$ cat src/scp_pkg.sv
// Shared types and constants of the SMTP reply code parser.
`default_nettype none
package scp_pkg;

  localparam int unsigned MaxLineDef = 1024;

  localparam logic [7:0] ChLf    = 8'd10;
  localparam logic [7:0] ChDash  = 8'd45;
  localparam logic [7:0] ChZero  = 8'd48;
  localparam logic [7:0] ChNine  = 8'd57;
  localparam logic [7:0] ChSpace = 8'd32;
  localparam logic [7:0] ChTab   = 8'd9;
  localparam logic [7:0] ChCr    = 8'd13;

  localparam logic [15:0] MinCode  = 16'd100;
  localparam logic [15:0] CodeMax  = 16'hFFFF;

  typedef struct packed {
    logic        valid;
    logic [15:0] code;
    logic        failed;
  } res_t;

endpackage
`default_nettype wire

$ cat src/smtp_reply_code_parser.sv
// Top level of the SMTP reply code parser.
// Takes one reply-stream byte per beat and emits one beat per completed
// reply whose code is at least 100 (its code) or per stream end (failure,
// code 0). One byte is taken every cycle while the output is not stalled;
// a byte's result leaves through the input register and the result
// register, with a single parse step between them.
`default_nettype none
module smtp_reply_code_parser #(
  parameter int unsigned MaxLine = scp_pkg::MaxLineDef
) (
  input  wire logic        clk_i,
  input  wire logic        rst_ni,
  input  wire logic        s_axis_tvalid,
  output logic             s_axis_tready,
  input  wire logic [7:0]  s_axis_tdata,   // [7:0] rx_byte
  input  wire logic        s_axis_tuser,   // [0] stream_end
  output logic             m_axis_tvalid,
  input  wire logic        m_axis_tready,
  output logic [15:0]      m_axis_tdata,   // [15:0] reply_code
  output logic             m_axis_tuser    // [0] failed
);
  import scp_pkg::*;

  logic       in_valid_q, in_valid_d;
  logic [7:0] in_byte_q;
  logic       in_end_q;
  logic       out_free;
  logic       adv;
  logic       s_beat;
  res_t       res;

  assign adv           = in_valid_q && out_free;
  assign s_axis_tready = !in_valid_q || out_free;
  assign s_beat        = s_axis_tvalid && s_axis_tready;

  always_comb begin
    in_valid_d = in_valid_q;
    if (s_beat) begin
      in_valid_d = 1'b1;
    end else if (adv) begin
      in_valid_d = 1'b0;
    end
  end

  always_ff @(posedge clk_i or negedge rst_ni) begin
    if (!rst_ni) begin
      in_valid_q <= 1'b0;
    end else begin
      in_valid_q <= in_valid_d;
    end
  end

  always_ff @(posedge clk_i) begin
    if (s_beat) begin
      in_byte_q <= s_axis_tdata;
      in_end_q  <= s_axis_tuser;
    end
  end

  scp_line_parser #(
    .MaxLine (MaxLine)
  ) u_parser (
    .clk_i  (clk_i),
    .rst_ni (rst_ni),
    .take_i (adv),
    .byte_i (in_byte_q),
    .end_i  (in_end_q),
    .res_o  (res)
  );

  scp_out_stage u_out (
    .clk_i         (clk_i),
    .rst_ni        (rst_ni),
    .adv_i         (adv),
    .res_i         (res),
    .free_o        (out_free),
    .m_axis_tvalid (m_axis_tvalid),
    .m_axis_tready (m_axis_tready),
    .m_axis_tdata  (m_axis_tdata),
    .m_axis_tuser  (m_axis_tuser)
  );

endmodule
`default_nettype wire

$ cat src/scp_line_parser.sv
// Line scanner and reply tracker: one byte per taken beat.
`default_nettype none
module scp_line_parser #(
  parameter int unsigned MaxLine = scp_pkg::MaxLineDef
) (
  input  wire logic        clk_i,
  input  wire logic        rst_ni,
  input  wire logic        take_i,
  input  wire logic [7:0]  byte_i,
  input  wire logic        end_i,
  output scp_pkg::res_t    res_o
);
  import scp_pkg::*;

  localparam int unsigned LenW = $clog2(MaxLine + 1);

  localparam logic [1:0] PhSeek  = 2'd0;
  localparam logic [1:0] PhPass  = 2'd1;
  localparam logic [1:0] PhSpace = 2'd2;
  localparam logic [1:0] PhDone  = 2'd3;

  localparam logic [1:0] PassLast = 2'd3;

  logic            in_cont_q, in_cont_d;
  logic [15:0]     first_q, first_d;
  logic [1:0]      phase_q, phase_d;
  logic            run_q, run_d;
  logic [15:0]     acc_q, acc_d;
  logic [1:0]      skip_q, skip_d;
  logic            mark_q, mark_d;
  logic [LenW-1:0] len_q, len_d;

  logic        is_digit;
  logic        is_space;
  logic [19:0] mul10;
  logic [15:0] acc_next;
  logic [1:0]  skip_inc;
  logic        complete;

  assign is_digit = (byte_i >= ChZero) && (byte_i <= ChNine);
  assign is_space = (byte_i == ChSpace) || ((byte_i >= ChTab) && (byte_i <= ChCr));
  assign mul10    = ({4'b0, acc_q} << 3) + ({4'b0, acc_q} << 1) + {16'b0, byte_i[3:0]};
  assign acc_next = (mul10 > {4'b0, CodeMax}) ? CodeMax : mul10[15:0];
  assign skip_inc = skip_q + 2'd1;

  always_comb begin
    in_cont_d = in_cont_q;
    first_d   = first_q;
    phase_d   = phase_q;
    run_d     = run_q;
    acc_d     = acc_q;
    skip_d    = skip_q;
    mark_d    = mark_q;
    len_d     = len_q;
    complete  = 1'b0;
    res_o     = '0;
    if (take_i) begin
      if (end_i) begin
        in_cont_d  = 1'b0;
        first_d    = '0;
        phase_d    = PhSeek;
        run_d      = 1'b0;
        acc_d      = '0;
        skip_d     = '0;
        mark_d     = 1'b0;
        len_d      = '0;
        res_o.valid  = 1'b1;
        res_o.failed = 1'b1;
      end else if (byte_i != ChLf) begin
        if (len_q < LenW'(MaxLine)) begin
          len_d = len_q + LenW'(1);
          if (phase_q == PhSeek) begin
            if (is_digit) begin
              phase_d = PhPass;
              run_d   = 1'b1;
              acc_d   = {12'b0, byte_i[3:0]};
              skip_d  = 2'd1;
            end
          end else begin
            if (run_q) begin
              if (is_digit) begin
                acc_d = acc_next;
              end else begin
                run_d = 1'b0;
              end
            end
            if (phase_q == PhPass) begin
              skip_d = skip_inc;
              if (skip_inc == PassLast) begin
                phase_d = PhSpace;
              end
            end else if (phase_q == PhSpace) begin
              if (!is_space) begin
                if (byte_i == ChDash) begin
                  mark_d = 1'b1;
                end
                phase_d = PhDone;
              end
            end
          end
        end
      end else begin
        phase_d = PhSeek;
        run_d   = 1'b0;
        acc_d   = '0;
        skip_d  = '0;
        mark_d  = 1'b0;
        len_d   = '0;
        if (in_cont_q) begin
          if ((acc_q == first_q) && !mark_q) begin
            in_cont_d = 1'b0;
            complete  = 1'b1;
          end
        end else begin
          first_d   = acc_q;
          in_cont_d = mark_q;
          complete  = !mark_q;
        end
        if (complete && (first_d >= MinCode)) begin
          res_o.valid = 1'b1;
          res_o.code  = first_d;
        end
      end
    end
  end

  always_ff @(posedge clk_i or negedge rst_ni) begin
    if (!rst_ni) begin
      in_cont_q <= 1'b0;
      first_q   <= '0;
      phase_q   <= PhSeek;
      run_q     <= 1'b0;
      acc_q     <= '0;
      skip_q    <= '0;
      mark_q    <= 1'b0;
      len_q     <= '0;
    end else begin
      in_cont_q <= in_cont_d;
      first_q   <= first_d;
      phase_q   <= phase_d;
      run_q     <= run_d;
      acc_q     <= acc_d;
      skip_q    <= skip_d;
      mark_q    <= mark_d;
      len_q     <= len_d;
    end
  end

`ifndef NO_ASSERTIONS
  a_fail_zero: assert property (@(posedge clk_i) disable iff (!rst_ni)
    res_o.valid && res_o.failed |-> res_o.code == '0)
    else $error("failure result carries a nonzero code");
  a_code_min: assert property (@(posedge clk_i) disable iff (!rst_ni)
    res_o.valid && !res_o.failed |-> res_o.code >= MinCode)
    else $error("reply code below minimum emitted");
  a_end_clears: assert property (@(posedge clk_i) disable iff (!rst_ni)
    take_i && end_i |=> !in_cont_q && phase_q == PhSeek && len_q == '0)
    else $error("state not cleared after stream end");
  a_len_bound: assert property (@(posedge clk_i) disable iff (!rst_ni)
    len_q <= LenW'(MaxLine))
    else $error("line length past maximum");
`endif

endmodule
`default_nettype wire

$ cat src/scp_out_stage.sv
// Result register on the master side.
`default_nettype none
module scp_out_stage (
  input  wire logic          clk_i,
  input  wire logic          rst_ni,
  input  wire logic          adv_i,
  input  wire scp_pkg::res_t res_i,
  output logic               free_o,
  output logic               m_axis_tvalid,
  input  wire logic          m_axis_tready,
  output logic [15:0]        m_axis_tdata,
  output logic               m_axis_tuser
);
  import scp_pkg::*;

  logic        valid_q, valid_d;
  logic [15:0] code_q;
  logic        failed_q;
  logic        load;

  assign free_o = !valid_q || m_axis_tready;
  assign load   = adv_i && res_i.valid;

  always_comb begin
    valid_d = valid_q;
    if (load) begin
      valid_d = 1'b1;
    end else if (m_axis_tready) begin
      valid_d = 1'b0;
    end
  end

  always_ff @(posedge clk_i or negedge rst_ni) begin
    if (!rst_ni) begin
      valid_q <= 1'b0;
    end else begin
      valid_q <= valid_d;
    end
  end

  always_ff @(posedge clk_i) begin
    if (load) begin
      code_q   <= res_i.code;
      failed_q <= res_i.failed;
    end
  end

  assign m_axis_tvalid = valid_q;
  assign m_axis_tdata  = code_q;
  assign m_axis_tuser  = failed_q;

endmodule
`default_nettype wire

$ cat config.mk
export PLATFORM = sky130hd
export DESIGN_NAME = smtp_reply_code_parser
export DESIGN_NICKNAME = d
export VERILOG_FILES = /design/src/scp_pkg.sv /design/src/smtp_reply_code_parser.sv /design/src/scp_line_parser.sv /design/src/scp_out_stage.sv
export SDC_FILE = /design/constraint.sdc
export NUM_CORES = 1
export LEC_CHECK = 0
export ABC_AREA = 1
export BUFFER_PORTS_ARGS = -buffer_cell sky130_fd_sc_hd__buf_2
export CORE_AREA = 2 2 124 126
export DETAILED_ROUTE_END_ITERATION = 8
export DIE_AREA = 0 0 126 128
export HOLD_SLACK_MARGIN = 0.1
export SLEW_MARGIN = 20
export SYNTH_ARGS = -nofsm -noshare
export SYNTH_HDL_FRONTEND = slang
export SYNTH_SLANG_ARGS = --single-unit
$ cat constraint.sdc
create_clock -name clk_i -period 6.5 [get_ports clk_i]
set_input_delay 0.975 -clock clk_i [delete_from_list [all_inputs] [get_ports clk_i]]
set_output_delay 0.975 -clock clk_i [all_outputs]
set_load 0.005 [all_outputs]
==> flow_summary.ini <==
[die]
chipWidth_um = 126
io_pins = 32
die_h_um = 128
core_mm2 = 0.0149
rows = 45
die_area_mm2 = 0.0161
initial_core_util_pct = 34.2

[clock_tree]
cts.clk_slew.worst_paths_ns = 0.06
cts_setup_buffers = 0
cts_tree = built
cts_buffers = 9
ctsResizeCount = 0
worstSkewPairLatency_ns = 0.34
postCtsHoldBufs = 0
clock_sinks = 78
htreeDepth = 3
cts_buffer_depth = 2
cts_root_buffer = clkbuf_16

[global_routing]
overflow = 0
grt_pass1_wl_mm = 18.5
grt_max_degree = 53
grt_pass1_vias = 3829
grt.total_usage_pct = 14.1
antenna_found_initial = 0

[timing]
period_needed_ns = 2.95
rsz0062_at_grt = false
final-hold-violation-count = 0
max_freq_ghz = 0.339
setup_tns_ns = 0
finalClockSkew_ns = 0.0113
setup_viol = 0
period_share_pct = 45.3
timing.hold.ws_ns = 0.515
layout_setup_ws_ns = 3.55
relSlewSlack_pct = 45.2
drv_slew = 0
tightest_slew_ns = 0.823

[detailed_routing]
drt_wl_total_mm = 10.7
drt-wirelength-per-cell_um = 12.2
dr_total_vias = 4059
remaining_drc_errors = 0
drt_iter0_markers = 247
ant_nets = 0
viasPerCell = 4.63
first_pass_iters = 5

[placement]
place.port_buffers = 31
placed_area_mm2 = 0.00539
dpl.cell_count = 861
hpwl_mm = 8.32
dp_slack_ns = 3.58
globalplace.congestion = 0.850

[final_layout]
drive_gt1_share_pct = 12.6
area_growth_pct = 11.7
diodes = 0
num-fill-cells = 1567
multiInputGateArea_mm2 = 0.00260
final_cells = 877
fin_area_mm2 = 0.00568
nets = 732
seqCellArea_mm2 = 0.00208

[worst_setup_path]
worstPathRequired_ns = 6.70
start_kind = flip-flop
worst_r2r_endpoint = u_parser.acc_q[4]$_DFFE_PN0P_
r2r_cells = 14
cp-end-kind = flip-flop
criticalPathCategory = flip-flop to flip-flop
cp_max_fo = 13
worstReg2RegStart = in_byte_q[3]$_DFFE_PP_
regToRegSetupSlack_ns = 3.55
crit_arrival_ns = 3.14

[yosys]
synth_top_area_share_pct = 25.6
synth_flop_cell = dfrtp_1
netlist_instances = 652
syn_area_per_cell_um2 = 7.80
ys_seq_area_share_pct = 40.9
synthAdderAreaFrac_pct = 8.90
synthMuxAreaShare_pct = 0
synth_cell_types = 40
synth_seq_cells = 78
yosysTopAreaCell = dfrtp_1
syn_nets = 700
synth_edf_count = 26
synthTopCellsByArea = dfrtp_1 26%, edfxtp_1 15%, nand2_1 14%
synth_compound_gate_area_share_pct = 7.13
yosys.area_share.simple_pct = 30.9
synth_xor_xnor_area_share_pct = 4.13
synth_top_family_by_area = simple AND/OR/NAND/NOR gates
synth.cell_area_mm2 = 0.00509
ys_warn_count = 0
async_flop_share_pct = 66.7

[power]
power.density_mw_per_mm2 = 263
leakage_nw = 2.94
irDropWorstVdd_uv = 135

[worst_hold_path]
holdPathEnd = u_parser.skip_q[1]$_DFFE_PN0P_
hold_depth = 2
min_from = u_parser.skip_q[1]$_DFFE_PN0P_
hp-class = flip-flop to flip-flop

[job]
cap_violations = 0

[outcome]
status = finished, final reports clean
[cells by family (layout without fill, tap and decap cells)]
kind of cell	count (synthesis)	count (layout)
AO/OA/AOI/OAI	68	68
XOR/XNOR	24	24
adder cells (fa/ha/maj)	35	35
buffers and inverters	93	130
flip-flops	78	78
AND/OR/NAND/NOR	354	354
[stage by stage]
step                      power (mW)  util, %
after global placement          1.01     36.2
after global routing            1.60     38.2
after detailed placement        1.01     36.2
final                           1.49     38.2
after floorplan                0.909        -
after CTS                       1.51     38.2
[report_power, final]
group          internal (mW)  leakage (nW)  switching (mW)
Sequential             0.559         0.963          0.0556
Combinational          0.147          1.83           0.238
Clock                  0.307         0.147           0.188
Total                   1.01          2.94           0.482
[final cells by class]
type / instances / area share [%]
Clock buffer: 12 / 4.34
Inverter: 82 / 5.42
Clock inverter: 4 / 0.859
Sequential cell: 78 / 36.6
Tap cell: 188 / 4.14
Timing Repair Buffer: 32 / 2.86
Multi-Input combinational cell: 481 / 45.8
[cells in the final DEF (no fill, tap or decap), types with 4 or more instances in the layout]
master and n:
nand2_2 5, buf_2 31, nand3_1 33, edfxtp_1 26
nand3_2 8, o21ai_1 7, inv_1 74, dfrtp_1 52
inv_2 7, nor2_2 11, xnor2_1 10, nand2_1 192
a21oi_1 19, clkbuf_16 9, nand4_1 4, o21ai_0 35
nor3_1 11, o211ai_1 4, xor2_1 14, nor2_4 4
ha_1 33, nor2_1 72
[worst max-delay path: stages (launching register included)]
cell	delay [ns]
edfxtp_1	0.50
fa_1	0.58
fa_1	0.47
nand2_1	0.08
nand2_1	0.08
nand3b_1	0.09
nand2_1	0.09
nand2_1	0.09
nand2_1	0.05
nand2_1	0.06
nand2_1	0.05
nor2_2	0.17
nand2_1	0.09
nand2_2	0.26
nand3_1	0.12
[cell usage after synthesis (2+ instances only)]
master and number:
nand2_1 192, inv_1 74, nor2_1 72, dfrtp_1 52
o21ai_0 35, ha_1 33, nand3_1 33, edfxtp_1 26
a21oi_1 19, xor2_1 14, nor2_2 11, nor3_1 11
xnor2_1 10, nand3_2 8, inv_2 7, o21ai_1 7
nand2_2 5, buf_4 4, nand4_1 4, nor2_4 4
o211ai_1 4, buf_6 3, or2_1 3, buf_2 2
fa_1 2, nand3b_1 2, nor3_2 2
[sequential cells by signal (all words and copies together) (netlist names), 2 cells and up]
signal and cells:
u_out.m_axis_tdata 16, u_parser.acc_q 16, u_parser.first_q 16, u_parser.len_q 11, in_byte_q 8, u_parser.phase_q 2
u_parser.skip_q 2
[worst max-delay path by stage]
stage | cells past startpoint | from | endpoint | slack [ns]
5_1_grt | 14 | in_byte_q[3]$_DFFE_PP_ | u_parser.acc_q[8]$_DFFE_PN0P_ | 3.26
6_report | 14 | in_byte_q[3]$_DFFE_PP_ | u_parser.acc_q[4]$_DFFE_PN0P_ | 3.55
2_1_floorplan | 15 | in_byte_q[3]$_DFFE_PP_ | u_parser.acc_q[8]$_DFFE_PN0P_ | 3.87
3_5_place_dp | 14 | in_byte_q[3]$_DFFE_PP_ | u_parser.acc_q[4]$_DFFE_PN0P_ | 3.58
3_3_place_gp | 9 | m_axis_tready | u_out.m_axis_tdata[10]$_SDFFCE_PP0P_ | 3.65
4_1_cts | 14 | in_byte_q[3]$_DFFE_PP_ | u_parser.acc_q[4]$_DFFE_PN0P_ | 3.56
[metal layers]
metal / part of all wire [%] / vias up / global-route usage [%]
met2: 44 / 73 / 21.6
met5: 0 / - / 0
li1: - / 2150 / -
met3: 3.5 / 15 / 2.55
met1: 51 / 1821 / 19.9
met4: 1.8 / 0 / 5.17
No activity file was read; power rests on OpenSTA's default activity.
